<file path="src/hdl/jaq_pkg.sv">
package jaq_pkg;

	// Fixed field widths of the channels
	localparam int OP_W   = 2;
	localparam int VAL_W  = 32;
	localparam int HDL_W  = 6;
	localparam int DIST_W = 7;
	localparam int POS_W  = 6;
	localparam int CNT_W  = 7;
	localparam int ST_W   = 2;

	// Defaults for the top-level parameters
	localparam int CAPACITY_DEF  = 64;
	localparam int DATA_BITS_DEF = 32;

	// Operation codes
	localparam logic [OP_W-1:0] OP_PUSH  = 2'd0;
	localparam logic [OP_W-1:0] OP_POP   = 2'd1;
	localparam logic [OP_W-1:0] OP_QUERY = 2'd2;
	localparam logic [OP_W-1:0] OP_JUMP  = 2'd3;

	// Status codes
	localparam logic [ST_W-1:0] ST_OK      = 2'd0;
	localparam logic [ST_W-1:0] ST_FULL    = 2'd1;
	localparam logic [ST_W-1:0] ST_EMPTY   = 2'd2;
	localparam logic [ST_W-1:0] ST_UNKNOWN = 2'd3;

	// Broadcast control from the sequencer to every cell
	typedef struct packed {
		logic load;	// capture handle match at command transfer
		logic push;	// write tail cell
		logic pop;	// shift towards head
		logic jump;	// rotate the span np..pos
	} cell_ctl_t;

endpackage

</file>
<file path="src/hdl/jaq_cell.sv">
// One queue slot: holds a value and its handle, trades with its neighbours.
module jaq_cell #(
	parameter int DATA_BITS = jaq_pkg::DATA_BITS_DEF,
	parameter int HW        = 6,
	parameter int CW        = 7,
	parameter int INDEX     = 0
) (
	input  logic                  clk,
	input  logic                  arst_n,
	input  jaq_pkg::cell_ctl_t    ctl,
	input  logic [CW-1:0]         count,
	input  logic [HW-1:0]         pos,
	input  logic [HW-1:0]         np,
	input  logic [HW-1:0]         hin,
	input  logic [DATA_BITS-1:0]  push_val,
	input  logic [HW-1:0]         push_hdl,
	input  logic [DATA_BITS-1:0]  moved_val,
	input  logic [HW-1:0]         moved_hdl,
	input  logic [DATA_BITS-1:0]  prev_val,
	input  logic [HW-1:0]         prev_hdl,
	input  logic [DATA_BITS-1:0]  next_val,
	input  logic [HW-1:0]         next_hdl,
	output logic [DATA_BITS-1:0]  val,
	output logic [HW-1:0]         hdl,
	output logic                  match
);

	localparam logic [CW-1:0] IDX_C = CW'(INDEX);
	localparam logic [HW-1:0] IDX_H = HW'(INDEX);

	logic [DATA_BITS-1:0] val_q;
	logic [HW-1:0]        hdl_q;
	logic                 match_q;

	// slot contents: push at tail, shift on pop, rotate on jump
	always_ff @(posedge clk) begin
		if (ctl.push && count == IDX_C) begin
			val_q <= push_val;
			hdl_q <= push_hdl;
		end else if (ctl.pop) begin
			val_q <= next_val;
			hdl_q <= next_hdl;
		end else if (ctl.jump) begin
			if (IDX_H == np) begin
				val_q <= moved_val;
				hdl_q <= moved_hdl;
			end else if (IDX_H > np && IDX_H <= pos) begin
				val_q <= prev_val;
				hdl_q <= prev_hdl;
			end
		end
	end

	// handle match, only among occupied slots
	always_ff @(posedge clk or negedge arst_n) begin
		if (!arst_n) begin
			match_q <= 1'b0;
		end else if (ctl.load) begin
			match_q <= (IDX_C < count) && (hdl_q == hin);
		end
	end

	assign val   = val_q;
	assign hdl   = hdl_q;
	assign match = match_q;

endmodule

</file>
<file path="config.mk">
export PLATFORM = sky130hd
export DESIGN_NAME = jaq_cell
export DESIGN_NICKNAME = d
export VERILOG_FILES = /design/src/hdl/jaq_pkg.sv /design/src/hdl/jaq_cell.sv
export SDC_FILE = /design/constraint.sdc
export NUM_CORES = 1
export LEC_CHECK = 0
export BUFFER_PORTS_ARGS = -buffer_cell sky130_fd_sc_hd__buf_2
export CAP_MARGIN = 30
export CORE_MARGIN = 4
export CORE_UTILIZATION = 41
export DETAILED_ROUTE_END_ITERATION = 12
export PLACE_DENSITY = 0.84
export SYNTH_ARGS = -nofsm -noshare
export SYNTH_HDL_FRONTEND = slang
export SYNTH_SLANG_ARGS = --single-unit
export TNS_END_PERCENT = 100
</file>
<file path="constraint.sdc">
create_clock -name clk -period 1.7 [get_ports clk]
set_clock_uncertainty 0.05 [all_clocks]
set_input_delay 0.34 -clock clk [delete_from_list [all_inputs] [get_ports clk]]
set_output_delay 0.34 -clock clk [all_outputs]
set_load 0.1 [all_outputs]
</file>
After elaboration in Yosys (flattened, before gate mapping)
Index checks and enable logic that the tools add are counted.
Storage, ports and cells
  bits in registers: 39
  bits of input ports: 183
  output and inout bits: 39
Operators by class
  magnitude comparators: 3
  equal/unequal tests: 1
  mux-type cells: 10
  reduce and logical (&&, ||, !) cells: 8
Operator list (number)
  32-bit 2-to-1 mux: 5
  6-bit 2-to-1 mux: 5
  7-bit zero test: 1
  1-bit by 7-bit less-than comparator with 1-bit output, first input constant: 1
  6-bit equality test: 1
  1-bit by 6-bit greater-than comparator with 1-bit output, first input constant: 1
  1-bit by 6-bit <= comparator with 1-bit output, first input constant: 1
  6-bit zero test: 1
  4-bit nonzero test: 1
  1-bit logical AND: 3
  3-bit nonzero test: 1
  2-bit AND reduction: 1

Logic depth before layout (Yosys ltp)
Gate-level depths: netlist of run 1.
  depth in word-level cells: 7
  mapped depth: 6
  gate-level depth less buffers: 4

Least setup slack after synthesis of run 1
Ideal clock, no wire load.
  path type: in2reg
  from: in np[5]
  to: reg hdl_q[0] (netlist: hdl[0]), enable pin
  library setup time: 0.396 ns
  arrival time: 2.315 ns
  path slack: -1.061 ns
  stages: 6
  path buffers: 2
  path through: or4_1 nor3_2 buf_6 buf_6 a21oi_1 nand2_1
On the way
  word-level cells in the longest chain between the ends: 4
  elaborated cells between the ends (all ways): 5
  those cells by class: order compare: 1; reduce/logical: 4
RTL lines
  from (decl): line jaq_cell.sv:13  | input logic [HW-1:0] np,
  1-bit by 6-bit greater-than comparator with 1-bit output: line jaq_cell.sv:47  | end else if (IDX_H > np && IDX_H <= pos) begin
  1-bit logical AND: line jaq_cell.sv:47
  4-bit nonzero test (no line) *
  2-bit AND reduction (no line) *
  to (signal assigned): line jaq_cell.sv:42  | hdl_q <= next_hdl;
  to (signal assigned): line jaq_cell.sv:46  | hdl_q <= moved_hdl;
  to (signal assigned): line jaq_cell.sv:49  | hdl_q <= prev_hdl;
  to (decl): line jaq_cell.sv:32  | logic [HW-1:0] hdl_q;
Mark *: on every way between the ends. The rest lies on a longest branch, timed or not.
A chain may end at the register's enable or synchronous reset.

Worst setup path after layout of run 1
  from: in np[0]
  to: reg val_q[23] (netlist: val[23]), data pin
On the way
  word-level cells in the longest chain between the ends: 5
RTL lines
  6-bit zero test: line jaq_cell.sv:44  | if (IDX_H == np) begin
  32-bit 2-to-1 mux: line jaq_cell.sv:44
  32-bit 2-to-1 mux: line jaq_cell.sv:43  | end else if (ctl.jump) begin
  32-bit 2-to-1 mux: line jaq_cell.sv:40  | end else if (ctl.pop) begin
  32-bit 2-to-1 mux: line jaq_cell.sv:37  | if (ctl.push && count == IDX_C) begin
  to (signal assigned): line jaq_cell.sv:38  | val_q <= push_val;
  to (signal assigned): line jaq_cell.sv:41  | val_q <= next_val;
  to (signal assigned): line jaq_cell.sv:45  | val_q <= moved_val;
  to (decl): line jaq_cell.sv:31  | logic [DATA_BITS-1:0] val_q;
No other way between the ends. The select of a mux whose other input is x is not followed.

==> results of run 1 <==
-- power by group through the flow --
stage | Combinational, mW | Clock, mW | Sequential, mW
after CTS | 1.23 | 0.596 | 1.19
after floorplan | 0.189 | 0 | 1.88
after global routing | 1.30 | 0.650 | 1.20
after detailed placement | 1.20 | 0 | 1.21
after global placement | 1.19 | 0 | 1.21
final | 1.25 | 0.580 | 1.19
-- per-layer routing --
| metal | vias up | track usage | wire (µm) |
|---|---|---|---|
| met5 | - | 0 | 0 |
| met4 | 0 | 0.0822 | 170 |
| met3 | 14 | 0.0456 | 806 |
| met2 | 155 | 0.430 | 4860 |
| met1 | 1320 | 0.257 | 3400 |
| li1 | 1367 | - | - |
-- cells in the final DEF (no fill, tap or decap), types with 5 or more instances in the layout --
cell	count
buf_2	214
nor3b_1	38
nor2_1	38
edfxtp_1	38
a211oi_1	29
mux2i_1	24
a211oi_2	10
mux2i_2	10
buf_4	10
buf_6	9
xor2_1	6
buf_12	6
clkbuf_8	5
nand2_4	5
-- stage by stage --
step | cells | utilization | setup WS (ns)
floorplan | 231 | - | -0.394
global placement | 520 | 0.648 | -0.520
detailed placement | 520 | 0.648 | -0.526
CTS | 539 | 0.695 | -0.123
global route | 541 | 0.712 | -0.176
finish | 541 | 0.712 | -0.115
-- critical path, stage by stage --
cell	delay (ns)
buf_6	0.09
or4_4	0.54
nor3_4	0.16
buf_6	0.19
buf_12	0.15
mux2i_2	0.23
a211oi_2	0.08
-- sequential cells by signal (all words and copies together), names as in the netlist --
register  count
match         1
hdl           6
val          32
-- kinds of logic (layout without fill, tap and decap cells) --
| family | after synthesis | count (layout) |
|---|---|---|
| multiplexers | 38 | 38 |
| buffers and inverters | 21 | 249 |
| XOR/XNOR | 6 | 6 |
| flip-flops | 39 | 39 |
| AND/OR/NAND/NOR | 86 | 93 |
| AO/OA/AOI/OAI | 41 | 41 |
-- timing repair --
item / 4_1_cts / 5_1_grt
endpoints found under the hold margin: 1 / 0
hold buffers: 1 / 0
buffers inserted: 5 / 0
gates cloned: 6 / 3
pin swaps: 22 / 9
endpoints found under the setup margin: 76 / 76
resized for setup: 17 / 18
-- path summary, 6_finish.rpt --
check	startpoint	endpoint	cells past startpoint
min in group asynchronous	arst_n	match	2
min reg2reg	match	match	2
max	np[0]	val[23]	7
min	ctl[3]	match	2
max in group asynchronous	arst_n	match	2
max reg2reg	hdl[5]	match	4
-- area by class of cell --
type | count | share of cell area
Clock buffer | 5 | 0.0162
Clock inverter | 2 | 0.00206
Inverter | 1 | 0.000885
Multi-Input combinational cell | 178 | 0.353
Sequential cell | 39 | 0.275
Tap cell | 75 | 0.0221
Timing Repair Buffer | 241 | 0.331
==> results.yml, run 1 <==
logic_synthesis:
  yosysMostFrequentCell: "nor2_1"
  ys_seq_elements: 39
  synth-adder-area-share: 0
  yosysUniqueCellTypes: 23
  yosysSeqAreaShare: 0.460
  synth_compound_area_frac: 0.135
  netlist_top_cells_area: "edfxtp_1 (45%), mux2i_1 (15%), nor3b_1 (11%), a211oi_1 (9.2%), nor2_1 (5.8%)"
  syn_inst: 231
  yosys.area_share.simple: 0.192
  synth_commonest_cells: "nor2_1 (39), edfxtp_1 (38), mux2i_1 (38), nor3b_1 (38), a211oi_1 (31)"
  synth_area_um2: 2530
  synth_top_family_by_area: "simple AND/OR/NAND/NOR gates"
  synth_top_area_share: 0.450
  async_flop_share: 0.0256
  synthMuxAreaShare: 0.150
  avgSynthCellArea_um2: 11.0
  dominantRegCellSynth: "edfxtp_1"
  yosysWarnings: 0
  synth-edff-count: 38
  synth_fp_nets: 414
  synth_xor_area_frac: 0.0207
  yosysTopAreaCell: "edfxtp_1"
placement:
  gp_congestion: 0.798
  dpl_cell_area_um2: 3860
  dp_hpwl_um: 6650
  port-buffer-count: 215
floorplan:
  fp.dieH_um: 86.6
  num_rows: 28
  die_area_um2: 7500
  coreArea_um2: 5960
  start_util: 0.426
  ios: 222
  fp.dieW_um: 86.6
sta:
  setup_slack_ns: -0.115
  finalHoldViolCount: 0
  fin_hold_ws_ns: 0.255
  setup-tns-final_ns: -6.68
  period_share: 1.07
  tightest_slew_ns: 0.643
  fin_crit_ns: 1.81
  maxSlewHeadroom: 0.571
  rsz0062_at_grt: "true"
  setup_violations: 76
  slew_violations: 0
  max_clock_freq_mhz: 551
pwr:
  clkPwrFrac: 0.192
  p_seq_frac: 0.394
  switchingPower_mw: 1.25
  finalPower_mw: 3.03
  p_per_area_nw_per_um2: 713
  ir_drop_mv: 0.438
  internal_power_mw: 1.78
  p_comb_frac: 0.414
  leakagePower_nw: 1.85
  p_sw_frac: 0.413
global_routing:
  grt_usage: 0.230
  grt_pass1_wl_um: 13500
  antenna_found_initial: 0
  grt_max_degree: 25
  first_global_vias: 2842
  overflow: 0
cells_and_area:
  regArea_um2: 1170
  multi_input_comb_area_um2: 1500
  final_area_um2: 4240
  fillers: 448
  diodes: 0
  layout-drive-gt1-share: 0.609
  nNetsFinal: 649
  area_growth_pct: 67.4
hold_path:
  hp-class: "in2reg"
clock_tree:
  cts_inserted_buffers: 5
  cts_root_buf: "clkbuf_8"
  htree_num_levels: 2
  cts_tree: "built"
  clock-sinks: 39
  path_clk_slew_ns: 0.08
  clock_latency_ns: 0.28
  cts_buffer_depth: 2
route:
  drc: 0
  drt-pass1-iter-count: 5
  drtAntennaViolNets: 0
  dr.first_iter.drc_count: 104
  drt-total-wl_um: 9240
  via_per_inst: 5.28
  vias: 2856
  wl_per_cell_um: 17.1
run_status:
  violations: "setup timing"
  outcome: "finished, violations left"
setup_path:
  r2r_slack_ns: 0.48
  path_max_fanout: 7
  end_kind: "register"
  cp.arrival_ns: 1.78
  cp-start-kind: "input pin"
  worstSetupPathType: "in2reg"
  crit_required_ns: 1.66
run:
  drv_cap: 0
(Power assumes the default switching activity.)
==> run 2: changes to the inputs <==
--- a/config.mk
+++ b/config.mk
@@ -7,11 +7,11 @@
 export LEC_CHECK = 0
 export BUFFER_PORTS_ARGS = -buffer_cell sky130_fd_sc_hd__buf_2
 export CAP_MARGIN = 30
-export CORE_MARGIN = 4
-export CORE_UTILIZATION = 41
+export CORE_AREA = 2 2 87 89
 export DETAILED_ROUTE_END_ITERATION = 12
-export PLACE_DENSITY = 0.84
+export DIE_AREA = 0 0 89 91
+export PLACE_DENSITY = 0.74
 export SYNTH_ARGS = -nofsm -noshare
 export SYNTH_HDL_FRONTEND = slang
 export SYNTH_SLANG_ARGS = --single-unit
-export TNS_END_PERCENT = 100
+export TNS_END_PERCENT = 5
==> run 2 against run 1 <==
The flow still finishes with violations (setup timing). Clock-buffer cell count did not move. Non-clock buffer count is 2 lower. Final cell count increased by 3.1%. Sequential share of layout area rose by 0.72 points. Worst hold slack worse by 0.054 ns. Fmax increased by 1.1%. Global-route usage is 2.9 points lower. Cell area is 2.6% lower. Sequential power is essentially flat. Clock power rose by 2%.
==> results.yml, run 2 (synthesized netlist as in run 1, its figures left out) <==
run_status:
  outcome: "finished, violations left"
  violations: "setup timing"
pwr:
  p_comb_frac: 0.407
  internal_power_mw: 1.76
  switchingPower_mw: 1.24
  p_per_area_nw_per_um2: 727
  clkPwrFrac: 0.197
  finalPower_mw: 3.01
  p_sw_frac: 0.413
  ir_drop_mv: 0.323
  p_seq_frac: 0.396
  leakagePower_nw: 1.79
clock_tree:
  htree_num_levels: 2
  cts_root_buf: "clkbuf_8"
  clock-sinks: 39
  path_clk_slew_ns: 0.08
  cts_tree: "built"
  cts_buffer_depth: 2
  clock_latency_ns: 0.29
  cts_inserted_buffers: 5
setup_path:
  r2r_slack_ns: 0.53
  cp.arrival_ns: 1.77
  r2r_start: "hdl[4]"
  path_buf_inv: 3
  path_cells: "buf_6, or4_4, nor3_4, buf_6, buf_12, mux2i_2, a211oi_2"
  r2r.worst_path.cells: 4
  cp-start-kind: "input pin"
  crit_required_ns: 1.67
  path_max_fanout: 8
  crit_path_top_delay_cell: "or4_4"
  cp_common_cell: "buf_6"
  reg2reg_to: "match"
  crit_family: "simple AND/OR/NAND/NOR gates"
  startpoint: "np[1]"
  slowest_delay_ns: 0.53
  worstSetupPathType: "in2reg"
  end_kind: "register"
  crit_cells: 7
cells_and_area:
  final_common_cell: "buf_2"
  finalNonFillerCells: 558
  area_growth_pct: 63.1
  diodes: 0
  nNetsFinal: 642
  final_cell_mix: "buf_2 (213), nor3b_1 (38), nor2_1 (38), edfxtp_1 (38)"
  largest_reg_flops: 32
  layout-drive-gt1-share: 0.586
floorplan:
  coreArea_um2: 7140
  fp.dieW_um: 89
  ios: 222
  start_util: 0.355
  die_area_um2: 8100
  num_rows: 31
  fp.dieH_um: 91
hold_path:
  min_from: "ctl[3]"
  min_delay_worst_endpoint: "match"
  hp-class: "in2reg"
  hold_depth: 2
sta:
  slew_violations: 0
  period_share: 1.06
  maxSlewHeadroom: 0.562
  setup_slack_ns: -0.0946
  max_clock_freq_mhz: 557
  fin_crit_ns: 1.79
  setup_violations: 76
  tightest_slew_ns: 0.655
  setup-tns-final_ns: -3.76
  finalHoldViolCount: 0
  rsz0062_at_grt: "true"
run:
  drv_cap: 0
route:
  wl_per_cell_um: 15.6
  drc: 0
  dr.first_iter.drc_count: 87
  via_per_inst: 4.98
  drtAntennaViolNets: 0
  drt-total-wl_um: 8720
  drt-pass1-iter-count: 4
  vias: 2778
global_routing:
  first_global_vias: 2717
  grt_usage: 0.201
  overflow: 0
  antenna_found_initial: 0
  grt_pass1_wl_um: 12700
  grt_max_degree: 40
placement:
  port-buffer-count: 215
  dp_hpwl_um: 6490
  gp_congestion: 0.778
  dp_cells: 545
==> run 2: cell count changes in the layout (fill, tap and decap cells not counted), moves of 2 or more <==
cell      delta
a211oi_1     +2
buf_16       +2
a211oi_2     -2
buf_12       -2
buf_6        -4
buf_4        +4
mux2i_4      -3
nand2_4      -5
mux2i_1      +7
mux2i_2      -4
==> run 2: repair_timing <==
action                                 4_1_cts  5_1_grt
resized for setup                           17        5
pin swaps                                   21        2
endpoints found under the hold margin        1        0
cloned                                       4        0
setup endpoints to repair                   76       76
setup buffers                                1        0
hold buffers                                 1        0
==> run 2: worst max-delay path by stage <==
stage	end	slack [ns]
3_3_place_gp	val[23]	-0.50
6_report	val[27]	-0.09
2_1_floorplan	hdl[0]	-0.39
5_1_grt	val[16]	-0.15
3_5_place_dp	val[25]	-0.58
4_1_cts	val[27]	-0.1
==> run 2: metrics by stage <==
stage          hold WS (ns)  utilization  setup WS (ns)  area (µm²)
6_report              0.200        0.579        -0.0946        4130
2_1_floorplan      -0.00559            -         -0.394        2580
3_5_place_dp         0.0667        0.542         -0.580        3870
4_1_cts               0.198        0.576        -0.0959        4110
3_3_place_gp         0.0659        0.542         -0.502        3870
5_1_grt               0.203        0.579         -0.146        4130
==> run 2: power groups by stage <==
stage | clock (mW) | combinational, mW | sequential [mW]
5_1_grt | 0.643 | 1.28 | 1.20
3_3_place_gp | 0 | 1.19 | 1.21
6_report | 0.593 | 1.22 | 1.19
2_1_floorplan | 0 | 0.189 | 1.88
4_1_cts | 0.607 | 1.22 | 1.19
3_5_place_dp | 0 | 1.20 | 1.21
==> run 2: layout make-up <==
class | count | area, µm²
timing repair buffer | 239 | 1370
clock buffer | 5 | 68.8
sequential | 39 | 1170
fill | 674 | 3000
inverter | 1 | 3.75
clock inverter | 2 | 8.76
tap | 99 | 124
multi-input combinational | 173 | 1390
==> run 2: worst register-to-register path, stage by stage (launching register included) <==
cell and delay [ns]:
edfxtp_1 0.42, xor2_1 0.16, nor4_1 0.28, nand3_1 0.11
o21ai_0 0.08
==> run 2: per-layer routing <==
layer	track usage	up-vias	share of wire
met3	0.0400	12	0.085
met2	0.379	146	0.53
met1	0.222	1277	0.37
li1	-	1343	-
met5	0	-	0
met4	0.0585	0	0.013
==> run 3: changes to the inputs <==
--- a/config.mk
+++ b/config.mk
@@ -5,12 +5,13 @@
 export SDC_FILE = /design/constraint.sdc
 export NUM_CORES = 1
 export LEC_CHECK = 0
+export ABC_AREA = 1
 export BUFFER_PORTS_ARGS = -buffer_cell sky130_fd_sc_hd__buf_2
 export CAP_MARGIN = 30
 export CORE_AREA = 2 2 87 89
 export DETAILED_ROUTE_END_ITERATION = 12
 export DIE_AREA = 0 0 89 91
-export PLACE_DENSITY = 0.74
+export PLACE_DENSITY = 0.83
 export SYNTH_ARGS = -nofsm -noshare
 export SYNTH_HDL_FRONTEND = slang
 export SYNTH_SLANG_ARGS = --single-unit
==> constraint.sdc (replaced) <==
create_clock -name clk -period 1.7 [get_ports clk]
set_clock_uncertainty 0.05 [all_clocks]
set_input_delay 0 -clock clk [delete_from_list [all_inputs] [get_ports clk]]
set_output_delay 0 -clock clk [all_outputs]
set_load 0.1 [all_outputs]
==> run 3 against run 2 <==
The run now ends clean. Non-clock buffer count decreased by 1. Sequential cell count unchanged. Die area unchanged. First-iteration DRC count increased by 68%. Wire length increased by 23%. Final cell count increased by 38%. Power increased by 4.3%. Register-to-register slack improved by 0.16 ns. Sequential share of layout area decreased by 2.0 points. Worst hold slack got worse by 0.18 ns. Global-route usage increased by 5.4 points. Setup slack improved by 0.60 ns. Largest cell class unchanged.
==> results.yml, run 3 <==
logic_synthesis:
  yosysSeqAreaShare: 0.375
  dominantRegCellSynth: "edfxtp_1"
  synth_compound_area_frac: 0.00482
  yosysUniqueCellTypes: 18
  yosys.area_share.simple: 0.547
  syn_inst: 467
  synth-adder-area-share: 0
  synth_area_um2: 3110
  synth_top_family_by_area: "simple AND/OR/NAND/NOR gates"
  synth_xor_area_frac: 0
  synth-edff-count: 38
  yosysWarnings: 0
  synth_commonest_cells: "nand2_1 (241), nand3_1 (43), nand4_1 (39), edfxtp_1 (38), nand3b_1 (37)"
  synthMuxAreaShare: 0
  avgSynthCellArea_um2: 6.67
  yosysMostFrequentCell: "nand2_1"
  synth_top_area_share: 0.367
  async_flop_share: 0.0256
  yosysTopAreaCell: "edfxtp_1"
  ys_seq_elements: 39
  synth_fp_nets: 650
  netlist_top_cells_area: "edfxtp_1 (37%), nand2_1 (29%), nand3b_1 (8.9%), nand4_1 (7.8%), nand3_1 (6.9%)"
route:
  drtAntennaViolNets: 0
  wl_per_cell_um: 13.9
  dr.first_iter.drc_count: 146
  via_per_inst: 5.17
  wl_met1_um: 4010
  top_layer_used: "met4"
  drt-total-wl_um: 10700
  vias: 3995
  met2_length_um: 5430
  dr_wl_met3_um: 1040
  drt-pass1-iter-count: 5
  drc: 0
setup_path:
  path_cells: "buf_2"
  r2r.worst_path.cells: 6
  crit_required_ns: 1.65
  end_kind: "primary output"
  slowest_delay_ns: 0.45
  cp-start-kind: "register"
  path_buf_inv: 1
  cp.arrival_ns: 1.14
  crit_cells: 1
  crit_family: "buffers and inverters"
  r2r_slack_ns: 0.69
  path_max_fanout: 3
  worstSetupPathType: "reg2out"
  crit_path_top_delay_cell: "buf_2"
cells_and_area:
  final_cell_mix: "nand2_1 (240), buf_2 (215), nand3_1 (41)"
  area_growth_pct: 42.9
  nNetsFinal: 855
  largest_reg_flops: 32
  final_common_cell: "nand2_1"
  diodes: 0
  layout-drive-gt1-share: 0.366
floorplan:
  start_util: 0.436
  num_rows: 31
  die_area_um2: 8100
  fp.dieW_um: 89
  coreArea_um2: 7140
  ios: 222
  fp.dieH_um: 91
sta:
  tightest_slew_ns: 0.521
  rsz0062_at_grt: "false"
  fin_crit_ns: 1.19
  maxSlewHeadroom: 0.652
  finalHoldViolCount: 0
  setup-tns-final_ns: 0
  period_share: 0.701
  slew_violations: 0
  max_clock_freq_mhz: 839
  setup_violations: 0
global_routing:
  grt_max_degree: 40
  first_global_vias: 3731
  overflow: 0
  grt_pass1_wl_um: 16400
  grt_usage: 0.256
  antenna_found_initial: 0
pwr:
  ir_drop_mv: 0.309
  p_per_area_nw_per_um2: 704
  leakagePower_nw: 2.50
  finalPower_mw: 3.13
placement:
  port-buffer-count: 215
  gp_congestion: 0.855
  dp_hpwl_um: 7840
clock_tree:
  post_cts_buffers: 0
  ctsResizeCount: 0
  cts_tree: "built"
  hold_buffers: 4
  path_clk_slew_ns: 0.08
  clock_latency_ns: 0.28
  htree_num_levels: 2
  cts_inserted_buffers: 5
  clock-sinks: 39
  cts_buffer_depth: 2
  cts_root_buf: "clkbuf_8"
run_status:
  outcome: "complete, no violations"
hold_path:
  hold_depth: 4
  hp-class: "in2reg"
run:
  drv_cap: 0
## run 3: layer usage
layer,global-route usage,vias up
li1,-,1959
met1,0.300,1771
met2,0.456,243
met3,0.0491,22
met4,0.0883,0
met5,0,-
## run 3: area by class of cell
class / count / area [µm²]
multi-input combinational: 376 / 1750
inverter: 12 / 45.0
tap: 99 / 124
clock buffer: 6 / 72.6
clock inverter: 2 / 7.51
timing repair buffer: 238 / 1280
fill: 661 / 2690
sequential: 39 / 1170
## run 3: logic make-up after synthesis
kind of cell | after synthesis
AO/OA/AOI/OAI | 3
flip-flops | 39
buffers and inverters | 52
AND/OR/NAND/NOR | 373
## run 3: metrics by stage
step                       util  area [µm²]  setup slack (ns)  hold WS [ns]  instances
final                     0.623        4450             0.509        0.0228        772
after global placement    0.606        4330             0.434        -0.275        760
after CTS                 0.623        4450             0.507        0.0159        772
after global routing      0.623        4450             0.489        0.0283        772
after detailed placement  0.606        4330             0.403        -0.275        760
after floorplan               -        3120            0.0729        -0.346        467
## run 3: power by group
group | internal (mW) | total, mW | switching, mW
logic | 0.337 | 1.34 | 1.00
registers | 1.17 | 1.19 | 0.0293
clock network | 0.280 | 0.597 | 0.317
total | 1.78 | 3.13 | 1.35
## run 3: final timing paths
path / startpoint / end
setup / recovery: hdl[2] / hdl[2]
hold / removal: push_val[28] / val[28]
setup reg to reg: hdl[5] / match
hold reg to reg: match / match
max in group asynchronous: arst_n / match
min in group asynchronous: arst_n / match
